`src/hw/rtl/fqd_pkg.sv`:
```
// fqd_pkg: shared types and constants for the FIFO queue with delete.
// Used by fqd_cell, fqd_ctrl and fifo_queue_with_delete; no dependencies.
package fqd_pkg;

  localparam int DEPTH_DEF      = 16;
  localparam int DATA_WIDTH_DEF = 32;

  localparam int VALUE_W = 32;
  localparam int COUNT_W = 5;

  // operation codes carried in the mode field
  localparam logic [1:0] MODE_ENQUEUE = 2'd0;
  localparam logic [1:0] MODE_DEQUEUE = 2'd1;
  localparam logic [1:0] MODE_DELETE  = 2'd2;

  localparam logic STATUS_OK   = 1'b0;
  localparam logic STATUS_FAIL = 1'b1;

  typedef struct packed {
    logic [1:0]         mode;
    logic [VALUE_W-1:0] value;
  } in_word_t;

  typedef struct packed {
    logic               status;
    logic [VALUE_W-1:0] value_out;
    logic [COUNT_W-1:0] count;
  } out_word_t;

  // command broadcast to every cell of the chain
  typedef enum logic [2:0] {
    CELL_HOLD,
    CELL_WRITE,
    CELL_SHIFT_ALL,
    CELL_SHIFT_HIT,
    CELL_SCAN
  } cell_op_t;

  typedef enum logic [1:0] {
    ST_IDLE,
    ST_SCAN,
    ST_APPLY,
    ST_DONE
  } fqd_state_t;

endpackage

```
`src/hw/rtl/fqd_cell.sv`:
```
// fqd_cell: one storage slot of the queue chain, with its match-ripple flag.
// Depends on fqd_pkg (cell_op_t).
module fqd_cell #(
  parameter int DATA_WIDTH = fqd_pkg::DATA_WIDTH_DEF,
  parameter int OW         = 5,
  parameter int IDX        = 0
) (
  input  logic                  clk,
  input  logic                  rst_n,
  input  fqd_pkg::cell_op_t     cell_op,
  input  logic [DATA_WIDTH-1:0] word,
  input  logic [OW-1:0]         occ,
  input  logic [DATA_WIDTH-1:0] nbr_data,
  input  logic                  prev_hit,
  output logic [DATA_WIDTH-1:0] data,
  output logic                  hit
);

  logic [DATA_WIDTH-1:0] data_r;
  logic                  hit_r;
  logic                  live;
  logic                  match;

  assign live  = (OW'(IDX) < occ);
  assign match = live && (data_r == word);

  always_ff @(posedge clk) begin
    case (cell_op)
      fqd_pkg::CELL_WRITE: begin
        if (occ == OW'(IDX)) begin
          data_r <= word;
        end
      end
      fqd_pkg::CELL_SHIFT_ALL: begin
        data_r <= nbr_data;
      end
      fqd_pkg::CELL_SHIFT_HIT: begin
        // slots at or after the oldest match pull from the right
        if (hit_r) begin
          data_r <= nbr_data;
        end
      end
      default: begin
      end
    endcase
  end

  // prefix-OR of matches, one cell further each scan cycle
  always_ff @(posedge clk) begin
    if (!rst_n) begin
      hit_r <= 1'b0;
    end else if (cell_op == fqd_pkg::CELL_SCAN) begin
      hit_r <= match | prev_hit;
    end
  end

  assign data = data_r;
  assign hit  = hit_r;

endmodule

```
`src/hw/rtl/fqd_ctrl.sv`:
```
// fqd_ctrl: sequencer, occupancy count, scan counter and output register.
// Depends on fqd_pkg (words, codes, state and cell command types).
module fqd_ctrl #(
  parameter int DEPTH      = fqd_pkg::DEPTH_DEF,
  parameter int DATA_WIDTH = fqd_pkg::DATA_WIDTH_DEF,
  localparam int OW        = $clog2(DEPTH + 1),
  localparam int SW        = $clog2(DEPTH)
) (
  input  logic                  clk,
  input  logic                  rst_n,
  input  logic                  in_valid,
  output logic                  in_ready,
  input  fqd_pkg::in_word_t     in_data,
  output logic                  out_valid,
  input  logic                  out_ready,
  output fqd_pkg::out_word_t    out_data,
  input  logic [DATA_WIDTH-1:0] head_data,
  input  logic                  found,
  output fqd_pkg::cell_op_t     cell_op,
  output logic [DATA_WIDTH-1:0] cell_word,
  output logic [OW-1:0]         occ
);

  fqd_pkg::fqd_state_t state_r, state_nxt;
  logic [OW-1:0]                occ_r, occ_nxt;
  logic [SW-1:0]                step_r, step_nxt;
  logic [DATA_WIDTH-1:0]        word_r, word_nxt;
  logic                         res_status_r, res_status_nxt;
  logic [fqd_pkg::VALUE_W-1:0]  res_value_r, res_value_nxt;
  logic                         out_valid_r;
  fqd_pkg::out_word_t           out_data_r;
  logic                         out_free;
  logic                         out_load;
  logic [DATA_WIDTH-1:0]        in_word;
  logic [DATA_WIDTH+fqd_pkg::VALUE_W-1:0] in_ext;
  logic [DATA_WIDTH+fqd_pkg::VALUE_W-1:0] head_ext;
  logic [OW+fqd_pkg::COUNT_W-1:0]         occ_ext;

  // fit the 32-bit value field to the stored word width and back
  assign in_ext   = {{DATA_WIDTH{1'b0}}, in_data.value};
  assign in_word  = in_ext[DATA_WIDTH-1:0];
  assign head_ext = {{fqd_pkg::VALUE_W{1'b0}}, head_data};
  assign occ_ext  = {{fqd_pkg::COUNT_W{1'b0}}, occ_r};

  assign out_free  = !out_valid_r || out_ready;
  assign in_ready  = (state_r == fqd_pkg::ST_IDLE);
  assign cell_word = (state_r == fqd_pkg::ST_IDLE) ? in_word : word_r;

  // next state
  always_comb begin
    state_nxt = state_r;
    case (state_r)
      fqd_pkg::ST_IDLE: begin
        if (in_valid) begin
          if ((in_data.mode == fqd_pkg::MODE_DELETE) && (in_word != '0)) begin
            state_nxt = fqd_pkg::ST_SCAN;
          end else begin
            state_nxt = fqd_pkg::ST_DONE;
          end
        end
      end
      fqd_pkg::ST_SCAN: begin
        if (step_r == SW'(DEPTH - 1)) begin
          state_nxt = fqd_pkg::ST_APPLY;
        end
      end
      fqd_pkg::ST_APPLY: begin
        state_nxt = fqd_pkg::ST_DONE;
      end
      fqd_pkg::ST_DONE: begin
        if (out_free) begin
          state_nxt = fqd_pkg::ST_IDLE;
        end
      end
      default: begin
        state_nxt = fqd_pkg::ST_IDLE;
      end
    endcase
  end

  // outputs and datapath updates
  always_comb begin
    cell_op        = fqd_pkg::CELL_HOLD;
    occ_nxt        = occ_r;
    step_nxt       = step_r;
    word_nxt       = word_r;
    res_status_nxt = res_status_r;
    res_value_nxt  = res_value_r;
    out_load       = 1'b0;
    case (state_r)
      fqd_pkg::ST_IDLE: begin
        if (in_valid) begin
          res_status_nxt = fqd_pkg::STATUS_FAIL;
          res_value_nxt  = '0;
          word_nxt       = in_word;
          step_nxt       = '0;
          case (in_data.mode)
            fqd_pkg::MODE_ENQUEUE: begin
              if (occ_r < OW'(DEPTH)) begin
                cell_op        = fqd_pkg::CELL_WRITE;
                occ_nxt        = occ_r + OW'(1);
                res_status_nxt = fqd_pkg::STATUS_OK;
              end
            end
            fqd_pkg::MODE_DEQUEUE: begin
              if (occ_r != '0) begin
                cell_op        = fqd_pkg::CELL_SHIFT_ALL;
                occ_nxt        = occ_r - OW'(1);
                res_status_nxt = fqd_pkg::STATUS_OK;
                res_value_nxt  = head_ext[fqd_pkg::VALUE_W-1:0];
              end
            end
            default: begin
            end
          endcase
        end
      end
      fqd_pkg::ST_SCAN: begin
        cell_op  = fqd_pkg::CELL_SCAN;
        step_nxt = step_r + SW'(1);
      end
      fqd_pkg::ST_APPLY: begin
        if (found) begin
          cell_op        = fqd_pkg::CELL_SHIFT_HIT;
          occ_nxt        = occ_r - OW'(1);
          res_status_nxt = fqd_pkg::STATUS_OK;
        end
      end
      fqd_pkg::ST_DONE: begin
        out_load = out_free;
      end
      default: begin
      end
    endcase
  end

  always_ff @(posedge clk) begin
    if (!rst_n) begin
      state_r     <= fqd_pkg::ST_IDLE;
      occ_r       <= '0;
      out_valid_r <= 1'b0;
    end else begin
      state_r <= state_nxt;
      occ_r   <= occ_nxt;
      if (out_load) begin
        out_valid_r <= 1'b1;
      end else if (out_ready) begin
        out_valid_r <= 1'b0;
      end
    end
  end

  always_ff @(posedge clk) begin
    step_r       <= step_nxt;
    word_r       <= word_nxt;
    res_status_r <= res_status_nxt;
    res_value_r  <= res_value_nxt;
    if (out_load) begin
      out_data_r.status    <= res_status_r;
      out_data_r.value_out <= res_value_r;
      out_data_r.count     <= occ_ext[fqd_pkg::COUNT_W-1:0];
    end
  end

  assign out_valid = out_valid_r;
  assign out_data  = out_data_r;
  assign occ       = occ_r;

endmodule

```
`src/hw/rtl/fifo_queue_with_delete.sv`:
```
// fifo_queue_with_delete: bounded FIFO of words with dequeue and delete-by-value.
// Built from fqd_ctrl and a chain of DEPTH fqd_cell slots; depends on fqd_pkg.
//
//   channel | direction | handshake             | word
//   in_     | input     | in_valid / in_ready   | fqd_pkg::in_word_t  (mode, value)
//   out_    | output    | out_valid / out_ready | fqd_pkg::out_word_t (status, value_out, count)
//
// Sequence: enqueue, dequeue, zero-word delete and the unused mode go from accept
// (ST_IDLE) straight to result (ST_DONE). A nonzero-word delete, hit or miss, runs
// ST_SCAN then ST_APPLY first; the match flag ripples one slot per cycle along the cell chain.
// Reset: occupancy and control clear at once; slot contents are not cleared.
// Stalls: a finished result waits in the output register while the next word
// is accepted; a second result waits in the control block until out_ready.
module fifo_queue_with_delete #(
  parameter int DEPTH      = fqd_pkg::DEPTH_DEF,
  parameter int DATA_WIDTH = fqd_pkg::DATA_WIDTH_DEF
) (
  input  logic               clk,
  input  logic               rst_n,
  input  logic               in_valid,
  output logic               in_ready,
  input  fqd_pkg::in_word_t  in_data,
  output logic               out_valid,
  input  logic               out_ready,
  output fqd_pkg::out_word_t out_data
);

  localparam int OW = $clog2(DEPTH + 1);

  fqd_pkg::cell_op_t     cell_op;
  logic [DATA_WIDTH-1:0] cell_word;
  logic [OW-1:0]         occ;
  logic [DATA_WIDTH-1:0] slot_data [DEPTH];
  logic                  slot_hit  [DEPTH];

  fqd_ctrl #(
    .DEPTH      (DEPTH),
    .DATA_WIDTH (DATA_WIDTH)
  ) u_ctrl (
    .clk       (clk),
    .rst_n     (rst_n),
    .in_valid  (in_valid),
    .in_ready  (in_ready),
    .in_data   (in_data),
    .out_valid (out_valid),
    .out_ready (out_ready),
    .out_data  (out_data),
    .head_data (slot_data[0]),
    .found     (slot_hit[DEPTH-1]),
    .cell_op   (cell_op),
    .cell_word (cell_word),
    .occ       (occ)
  );

  // slot 0 holds the oldest word; shifts move words toward slot 0
  for (genvar i = 0; i < DEPTH; i++) begin : g_cell
    logic [DATA_WIDTH-1:0] nbr;
    logic                  prev;
    if (i == DEPTH - 1) begin : g_last
      // past the tail: content is dead after the shift
      assign nbr = slot_data[i];
    end else begin : g_mid
      assign nbr = slot_data[i+1];
    end
    if (i == 0) begin : g_first
      assign prev = 1'b0;
    end else begin : g_rest
      assign prev = slot_hit[i-1];
    end

    fqd_cell #(
      .DATA_WIDTH (DATA_WIDTH),
      .OW         (OW),
      .IDX        (i)
    ) u_cell (
      .clk      (clk),
      .rst_n    (rst_n),
      .cell_op  (cell_op),
      .word     (cell_word),
      .occ      (occ),
      .nbr_data (nbr),
      .prev_hit (prev),
      .data     (slot_data[i]),
      .hit      (slot_hit[i])
    );
  end

`ifndef ASSERT_OFF
  // occupancy never exceeds the slot count
  a_occ_bound: assert property (@(posedge clk) disable iff (!rst_n)
    occ <= OW'(DEPTH))
    else $error("occupancy above DEPTH");

  // a delete of a nonzero word blocks input for the scan
  a_del_blocks: assert property (@(posedge clk) disable iff (!rst_n)
    (in_valid && in_ready && (in_data.mode == fqd_pkg::MODE_DELETE) &&
     (in_data.value != '0)) |=> !in_ready)
    else $error("input accepted during delete scan");

  // a failed operation reports a zero word
  a_fail_zero: assert property (@(posedge clk) disable iff (!rst_n)
    (out_valid && (out_data.status == fqd_pkg::STATUS_FAIL)) |-> (out_data.value_out == '0))
    else $error("failed result carries data");

  // occupancy moves by at most one per cycle
  a_occ_step: assert property (@(posedge clk) disable iff (!rst_n)
    $past(rst_n) |-> ((occ == $past(occ)) || (occ == $past(occ) + OW'(1)) ||
                      (occ + OW'(1) == $past(occ))))
    else $error("occupancy jumped");
`endif

endmodule
```
`config.mk`:
```
export PLATFORM = sky130hd
export DESIGN_NAME = fifo_queue_with_delete
export DESIGN_NICKNAME = d
export VERILOG_FILES = /design/src/hw/rtl/fqd_pkg.sv /design/src/hw/rtl/fqd_cell.sv /design/src/hw/rtl/fqd_ctrl.sv /design/src/hw/rtl/fifo_queue_with_delete.sv
export SDC_FILE = /design/constraint.sdc
export NUM_CORES = 1
export LEC_CHECK = 0
export ABC_AREA = 1
export BUFFER_PORTS_ARGS = -buffer_cell sky130_fd_sc_hd__buf_2
export CAP_MARGIN = 20
export CORE_MARGIN = 3
export CORE_UTILIZATION = 55
export DETAILED_ROUTE_END_ITERATION = 6
export PLACE_DENSITY = 0.69
export SLEW_MARGIN = 25
export SYNTH_ARGS = -nofsm -noshare
export SYNTH_HDL_FRONTEND = slang
export SYNTH_SLANG_ARGS = --single-unit
export TNS_END_PERCENT = 5
```
`constraint.sdc`:
```
create_clock -name clk -period 6.3 [get_ports clk]
set_clock_uncertainty 0.15 [all_clocks]
set_input_delay 0.315 -clock clk [delete_from_list [all_inputs] [get_ports clk]]
set_output_delay 0.315 -clock clk [all_outputs]
set_load 0.05 [all_outputs]
```
# Word-level counts from Yosys, hierarchy flattened
# Cells that the tools add are included.
[word_totals] n_memories=0 ram_bits=0 ff_bits=643 input_bits=38 romBits=0 output_inout_bits=40 latchBits=0
[classes] div_mod_pow=0 n_addsub=3 n_eq_ne=78 order_cmp=17 mul=0 reduce_logical=50 n_shift=0 mux=74 bitwise_logic=15
[ops] operator="one-hot mux 32 bit (3 select lines)" n=15
[ops] operator="two-way mux 32 bit" n=31
[ops] operator="== test 32 bit" n=16
[ops] operator="!= test 2 x 1 -> 1 bit (second input constant)" n=33
[ops] operator="AND reduction 3 bit" n=17
[ops] operator="== test 5 x 4 -> 1 bit (second input constant)" n=8
[ops] operator="< comparator 4 x 5 -> 1 bit (first input constant)" n=8
[ops] operator="nonzero test 32 bit" n=1
[ops] operator="== test 5 x 3 -> 1 bit (second input constant)" n=4
[ops] operator="< comparator 3 x 5 -> 1 bit (first input constant)" n=4
[ops] operator="two-way mux 5 bit" n=4
[ops] operator="one-hot mux 5 bit (2 select lines)" n=2
[ops] operator="logical AND 1 bit" n=17
[ops] operator="bitwise OR 1 bit" n=15
[ops] operator="two-way mux 2 bit" n=6
[ops] operator="== test 5 x 2 -> 1 bit (second input constant)" n=2
[ops] operator="< comparator 1 x 5 -> 1 bit (first input constant)" n=2
[ops] operator="< comparator 2 x 5 -> 1 bit (first input constant)" n=2
[ops] operator="one-hot mux 3 bit (3 select lines)" n=1
[ops] operator="two-way mux 1 bit" n=8
[ops] operator="one-hot mux 2 bit (4 select lines)" n=1
[ops] operator="one-hot mux 4 bit (2 select lines)" n=1
[ops] operator="AND reduction 2 bit" n=4
[ops] operator="== test 2 bit (second input constant)" n=3
[ops] operator="25 further kinds" n=32

# Longest topological paths before layout
[depth] word_depth=8 ltp_mapped=18 ltp_nobuf=15

# By module
# Synthesis repeated with hierarchy kept, for this count alone.
[hier_totals] hier_cells=4044 hier_area_um2=35863.1
[by_module_without_submodules] module="fqd_ctrl" area_per_inst_um2=4734.5 cells_each=425 n_inst=1
[by_module_without_submodules] module="fqd_cell at g_cell[12].u_cell ..." area_per_inst_um2=1914.3 cells_each=234 n_inst=2
[by_module_without_submodules] module="fqd_cell at g_cell[14].u_cell" area_per_inst_um2=2026.9 cells_each=211 n_inst=1
[by_module_without_submodules] module="fqd_cell at g_cell[8].u_cell" area_per_inst_um2=1999.4 cells_each=264 n_inst=1
[by_module_without_submodules] module="fqd_cell at g_cell[11].u_cell" area_per_inst_um2=1993.2 cells_each=256 n_inst=1
[by_module_without_submodules] module="fqd_cell at g_cell[5].u_cell" area_per_inst_um2=1980.6 cells_each=182 n_inst=1
[by_module_without_submodules] module="fqd_cell at g_cell[9].u_cell" area_per_inst_um2=1979.4 cells_each=243 n_inst=1
[by_module_without_submodules] module="fqd_cell at g_cell[15].u_cell" area_per_inst_um2=1969.4 cells_each=228 n_inst=1
[by_module_without_submodules] module="fqd_cell at g_cell[7].u_cell" area_per_inst_um2=1961.9 cells_each=224 n_inst=1
[by_module_without_submodules] module="fqd_cell at g_cell[10].u_cell" area_per_inst_um2=1955.6 cells_each=240 n_inst=1
[by_module_without_submodules] module="fqd_cell at g_cell[6].u_cell" area_per_inst_um2=1931.9 cells_each=241 n_inst=1
[by_module_without_submodules] module="fqd_cell at g_cell[2].u_cell" area_per_inst_um2=1924.3 cells_each=237 n_inst=1
[by_module_without_submodules] module="fqd_cell at g_cell[13].u_cell" area_per_inst_um2=1909.3 cells_each=185 n_inst=1
[by_module_without_submodules] module="fqd_cell at g_cell[3].u_cell" area_per_inst_um2=1893.1 cells_each=191 n_inst=1
[by_module_without_submodules] module="3 more rows"

# Least setup slack after synthesis
# Ideal clock, no wire load.
[synth_timing] kind="register to register" startpoint="register u_ctrl.state_r[0]" endpoint="register g_cell[0].u_cell.data_r[0], enable pin" t_arrival_ns=4.071 stages_incl_launch_ff=12 path_buffers=2 path_slack_ns=1.618 synth_period_minus_slack_ns=4.682 setup_ns=0.461 path_cell_list="dfxtp_1 > inv_1 > ha_1 > buf_6 > nand2_1 > o21ai_0 > nand2_1 > inv_1 > nand2_1 > clkbuf_1 > nor2_1 > nor3_1"
[synth_between] elab_chain_len=5 word_cells_on_any_way=11 classes_between="eq/ne: 7; mux: 1; reduce/logical: 3"
[synth_rtl] element="start: declaration" line_no="fqd_ctrl.sv:24" text="fqd_pkg::fqd_state_t state_r, state_nxt;"
[synth_rtl] element="start signal: assignment" line_no="fqd_ctrl.sv:139" text="state_r <= fqd_pkg::ST_IDLE;"
[synth_rtl] element="start signal: assignment" line_no="fqd_ctrl.sv:143" text="state_r <= state_nxt;"
[synth_rtl] element="logical NOT 2 bit (*)"
[synth_rtl] element="via in_ready" line_no="fifo_queue_with_delete.sv:21" text="output logic in_ready,"
[synth_rtl] element="one-hot mux 3 bit (3 select lines) (*)" line_no="fqd_ctrl.sv:90" text="case (state_r)"
[synth_rtl] element="== test 3 x 2 -> 1 bit (tied with other cells)" line_no="fqd_cell.sv:28" text="case (cell_op)"
[synth_rtl] element="!= test 2 x 1 -> 1 bit (no source line) / nonzero test 3 bit (equally long branches)"
[synth_rtl] element="AND reduction 3 bit (no source line) (*)"
[synth_rtl] element="end signal: assignment" line_no="fqd_cell.sv:31" text="data_r <= word;"
[synth_rtl] element="end signal: assignment" line_no="fqd_cell.sv:35" text="data_r <= nbr_data;"
[synth_rtl] element="end signal: assignment" line_no="fqd_cell.sv:40" text="data_r <= nbr_data;"
[synth_rtl] element="end: declaration" line_no="fqd_cell.sv:19" text="logic [DATA_WIDTH-1:0] data_r;"
# The timed path passes the listed nets; every way through them passes the cells marked *.
# A chain may end at the register's enable or synchronous reset.

# Worst setup path after layout
[layout_timing] startpoint="register u_ctrl.occ_r[0] (netlist: u_ctrl.occ[0])" endpoint="register g_cell[9].u_cell.data_r[19], enable pin"
[layout_between] elab_chain_len=8 word_cells_on_any_way=15 classes_between="order compare: 1; eq/ne: 6; mux: 5; reduce/logical: 3"
[layout_rtl] element="start: declaration" line_no="fqd_ctrl.sv:25" text="logic [OW-1:0] occ_r, occ_nxt;"
[layout_rtl] element="start signal: assignment" line_no="fqd_ctrl.sv:144" text="occ_r <= occ_nxt;"
[layout_rtl] element="< comparator 5 bit / nonzero test 5 bit (equally long branches)" line_no="fqd_ctrl.sv:99, fqd_ctrl.sv:106"
[layout_rtl] element="two-way mux 1 bit / two-way mux 2 bit (equally long branches)" line_no="fqd_ctrl.sv:99, fqd_ctrl.sv:106"
[layout_rtl] element="one-hot mux 3 bit (2 select lines)" line_no="fqd_ctrl.sv:97" text="case (in_data.mode)"
[layout_rtl] element="two-way mux 3 bit" line_no="fqd_ctrl.sv:92" text="if (in_valid) begin"
[layout_rtl] element="one-hot mux 3 bit (3 select lines)" line_no="fqd_ctrl.sv:90"
[layout_rtl] element="== test 3 x 2 -> 1 bit (tied with other cells)" line_no="fqd_cell.sv:28"
[layout_rtl] element="!= test 2 x 1 -> 1 bit (no source line) / nonzero test 3 bit (equally long branches)"
[layout_rtl] element="AND reduction 3 bit (no source line) (*)"
[layout_rtl] element="end signal: assignment" line_no="fqd_cell.sv:31"
[layout_rtl] element="end signal: assignment" line_no="fqd_cell.sv:35"
[layout_rtl] element="end signal: assignment" line_no="fqd_cell.sv:40"
[layout_rtl] element="end: declaration" line_no="fqd_cell.sv:19"
# Every way passes the cells marked *; elsewhere a longest branch is shown, timed or not.

==> results summary <==
TritonCTS built the clock tree. The run finished with clean final reports. The min-delay analysis places its worst path in the category in -> reg. The count of input and output buffers is 77. Entering global routing, the biggest net connects 130 pins.

The final hold violation count came out at 0. The xor and xnor fraction of the mapped netlist area is approximately 1.7%. The residual DRC count came out at 0.

The number of buffers created by CTS is 70. The post-synthesis register bit count is 643. The family with the most delay on the worst path is simple AND/OR/NAND/NOR gates. The horizontal die dimension is 256 um. The net count after synthesis is 4140. The cell count after placement is 4864. The synthesized netlist devotes 8.54% of its cell area to compound gates. A synthesized cell averages around 8.4 sq um.

The starting utilization of the core area came out at 55.8%. The portion of synthesized area spent on multiplexers is 0%. The count of non-filler cells in the finished layout is 5026. The overall fraction of global-route tracks in use is 33.1%. The post-route netlist has 7.62% of its cells at a drive strength greater than 1. The count of different cell masters after synthesis came out at 37. Leaving out fill and tap cells, the most frequent cells in the layout are sky130_fd_sc_hd__nand2_1 (1422), sky130_fd_sc_hd__edfxtp_1 (619), sky130_fd_sc_hd__inv_1 (606), sky130_fd_sc_hd__nor2_1 (293), sky130_fd_sc_hd__o21ai_0 (247).

The final critical-path share of the clock period came out at a little over two thirds. For the pin with the worst max-slew slack, the measured transition is 1040 ps. Walking the worst path, the cells encountered are inv_1 -> ha_1 -> nand2_2 -> nand2_4 -> o21ai_4 -> nand2_8 -> nand2_1 -> inv_1 -> nor2_4 -> buf_4. The cell sitting at the root of the clock tree is a sky130_fd_sc_hd__clkbuf_16. At the end of the flow, the number of nets in the layout was 4185. The total setup buffers inserted after CTS came out at 0. The synthesis warning total is 0. The time the final worst path needs with I/O delays and setup came out at 4450 ps.

Setup repair after global routing left no endpoint under its margin. The number of instances in the synthesized netlist is 4091. Measured against its own limit, the worst slew margin works out to 30.5%. The share of the Yosys chip area taken by registers is 55.3%.

The tree built by TritonCTS fans out to 643 sinks. The combined area of all synthesized cells came out at 0.0345 sq mm. The most frequent cell on the critical path is sky130_fd_sc_hd__inv_1. The initialized floorplan defines 91 standard-cell rows. The count of routing violations after the opening detailed-route iteration is 4034. In the final timing run, aggregate negative setup slack is 0 ps. The tool flagged a number of max-cap violations equal to 0.

Leaving out fill and tap cells, the most frequent cell in the layout is sky130_fd_sc_hd__nand2_1. The die boundary height came out at 256 um. The final number of setup-violating endpoints came out at 0.

The worst vdd rail ir drop is 0.341 mV. The power density normalized to cell area is 551 mW/mm^2. The leakage component of the power is 0.0167 uW.

The total grt overflow came out at 0. Counting along the longest clock path gives a buffer depth of 3. In this run the worst path has a maximum fanout of 68. The critical path is of the reg -> reg type. The die area came out at 0.0657 sq mm.

The global placement routability congestion is 0.951. The number of inserted filler cells in the final layout is 5309. The core region is 0.0618 sq mm. The total number of vias is roughly 29000. The data required time of the worst path is ~6400 ps.

The detailed-router iteration count before antenna repair is 6. For the worst-skew pair, the clock arrives at the later sink with an insertion delay of 630 ps. The number of top-level design ports is 78. STA classifies the critical path endpoint as a register.

The antenna violation net count after detailed routing came out at 0. The simple-gate area share of the yosys netlist is 24.0%. The layout-stage area growth over the synthesis result came out at 9.68%.

After detailed routing, the number of vias per cell comes to 5.69. The clock edge transition at the registers on the reported setup and hold paths came out at approximately 60 ps. The final number of max-transition violations is 0. The final layout contains routed wiring with a total length of 110000 um. The largest individual stage delay along the critical path comes from the cell sky130_fd_sc_hd__nor2_4.

The worst setup path is launched from a register. The number of antenna violations at the first check in global routing is 3. The first-pass GRT wire length is 162000 um. The detailed-route wire length per cell came out at 21.9 um.

After Yosys synthesis, full adders, half adders and majority gates account for 0.399% of the synthesized area. The detailed placement HPWL came out at around 80000 um. CTS built an H-tree with a depth of 3. The longest individual stage delay on the worst path came out at 820 ps. The number of buffer and inverter instances along the worst setup path came out at 3. By area, the combinational part of the netlist is dominated by simple AND/OR/NAND/NOR gates. The data arrival at the endpoint of the critical path came out at 4590 ps. The top achievable clock speed is 0.225 GHz. The number of global-route vias before repair came to 25900.
worst paths after layout:
check	from	endpoint	slack (ps)	cells past startpoint
worst min register to register	u_ctrl.res_value_r[15]	u_ctrl.out_data[20]	270	0
worst min-delay path	in_data[32]	u_ctrl.res_status_r	30	4
worst max register to register	u_ctrl.occ[0]	g_cell[9].u_cell.data[19]	1850	10
worst max-delay path	u_ctrl.occ[0]	g_cell[9].u_cell.data[19]	1850	10
cell type report:
cell class	instances	area [sq um]	share of cell area (%)
timing repair buffer	147	1030	2.72
clock inverter	40	404	1.07
inverter	613	2300	6.09
antenna	2	5.00	0.0132
tap	837	1050	2.77
multi-input combinational	2661	12100	32.0
sequential	643	19100	50.4
clock buffer	83	1840	4.87
metal layers:
layer,wire (um),global-route usage [%],vias up,part of all wire [%]
li1,-,-,13300,-
met1,45300,47.8,13400,41
met2,46900,48.3,1636,43
met3,13600,8.82,245,12
met4,4530,11.7,0,4.1
met5,0,0,-,0
worst register-to-register path, stage by stage, from the launching register on:
cell,delay [ps]
sky130_fd_sc_hd__dfxtp_1,530
sky130_fd_sc_hd__inv_1,240
sky130_fd_sc_hd__ha_1,320
sky130_fd_sc_hd__nand2_2,110
sky130_fd_sc_hd__nand2_4,230
sky130_fd_sc_hd__o21ai_4,320
sky130_fd_sc_hd__nand2_8,340
sky130_fd_sc_hd__nand2_1,440
sky130_fd_sc_hd__inv_1,240
sky130_fd_sc_hd__nor2_4,820
sky130_fd_sc_hd__buf_4,380
report_power, final:
part           internal (uW)  total (uW)  switching [uW]
clock network           2420        4180            1760
logic                   2270        9420            7150
registers               6720        7240             523
total                  11400       20800            9440
through the flow:
| step | area [sq um] | utilization, % | hold WS (ps) | total power [uW] | setup WS [ps] |
|---|---|---|---|---|---|
| after floorplan | 34500 | - | 250 | 13600 | 1620 |
| after global placement | 35200 | 56.9 | 250 | 16200 | 1990 |
| after detailed placement | 35200 | 56.9 | 255 | 16400 | 1930 |
| after CTS | 37800 | 61.2 | 1.40 | 20600 | 1900 |
| after global routing | 37800 | 61.2 | 39.6 | 21900 | 1600 |
| final | 37800 | 61.2 | 32.1 | 20800 | 1850 |
registers in the layout, summed over array words and instances, names as in the netlist:
| name | flops |
|---|---|
| u_ctrl.word_r | 32 |
| u_ctrl.step_r | 4 |
| u_ctrl.occ | 5 |
| u_ctrl.res_status_r | 1 |
| u_ctrl.res_value_r | 32 |
| g_cell.u_cell.data | 512 |
| g_cell.u_cell.hit | 16 |
| u_ctrl.out_data | 38 |
| u_ctrl.state_r | 2 |
| u_ctrl.out_valid | 1 |
logic make-up (layout without fill, tap and decap cells):
group / after synthesis / after routing
other: 0 / 2
AND/OR/NAND/NOR: 2017 / 2017
adder cells (fa/ha/maj): 11 / 11
XOR/XNOR: 67 / 67
AO/OA/AOI/OAI: 566 / 566
flip-flops: 643 / 643
buffers and inverters: 787 / 883
timing repair:
action	4_1_cts	5_1_grt
endpoints found under the hold margin	53	0
hold buffers	37	0
endpoints found under the setup margin	0	0
resized for setup	0	0
Yosys cell counts:
| library cell | instances | share of area [%] |
|---|---|---|
| sky130_fd_sc_hd__edfxtp_1 | 619 | 54 |
| sky130_fd_sc_hd__xnor2_1 | 1 | 0.025 |
| sky130_fd_sc_hd__buf_4 | 28 | 0.61 |
| sky130_fd_sc_hd__nand2_4 | 25 | 0.82 |
| sky130_fd_sc_hd__o21ai_4 | 1 | 0.047 |
| sky130_fd_sc_hd__inv_1 | 607 | 6.6 |
| sky130_fd_sc_hd__clkinv_1 | 1 | 0.011 |
| sky130_fd_sc_hd__o21ai_2 | 20 | 0.51 |
| sky130_fd_sc_hd__nand4_1 | 84 | 1.5 |
| sky130_fd_sc_hd__nor2_8 | 1 | 0.058 |
| sky130_fd_sc_hd__o221ai_1 | 1 | 0.025 |
| sky130_fd_sc_hd__o21ai_1 | 245 | 3.6 |
| sky130_fd_sc_hd__a211oi_1 | 2 | 0.044 |
| sky130_fd_sc_hd__o22ai_1 | 5 | 0.091 |
| sky130_fd_sc_hd__nand3_1 | 133 | 1.9 |
| sky130_fd_sc_hd__a31oi_1 | 1 | 0.018 |
| sky130_fd_sc_hd__o32ai_1 | 1 | 0.025 |
| sky130_fd_sc_hd__dfxtp_1 | 24 | 1.4 |
| sky130_fd_sc_hd__xor2_1 | 66 | 1.7 |
| sky130_fd_sc_hd__or2_2 | 3 | 0.054 |
| sky130_fd_sc_hd__and3_1 | 1 | 0.018 |
| sky130_fd_sc_hd__inv_4 | 1 | 0.018 |
| sky130_fd_sc_hd__buf_1 | 1 | 0.011 |
| sky130_fd_sc_hd__buf_2 | 96 | 1.4 |
| sky130_fd_sc_hd__o2111ai_1 | 1 | 0.025 |
| sky130_fd_sc_hd__nand3b_1 | 2 | 0.044 |
| sky130_fd_sc_hd__nor2_1 | 300 | 3.3 |
| sky130_fd_sc_hd__a21oi_1 | 42 | 0.61 |
| sky130_fd_sc_hd__o21ai_0 | 247 | 3.6 |
| sky130_fd_sc_hd__nand2_1 | 1422 | 15 |
| sky130_fd_sc_hd__ha_1 | 11 | 0.40 |
| sky130_fd_sc_hd__buf_6 | 35 | 1.1 |
| sky130_fd_sc_hd__nand2_2 | 38 | 0.69 |
| sky130_fd_sc_hd__nor3_1 | 8 | 0.12 |
| sky130_fd_sc_hd__inv_2 | 4 | 0.044 |
| sky130_fd_sc_hd__buf_8 | 2 | 0.087 |
| sky130_fd_sc_hd__clkbuf_1 | 12 | 0.13 |
Power figures use the tool's default switching activity.
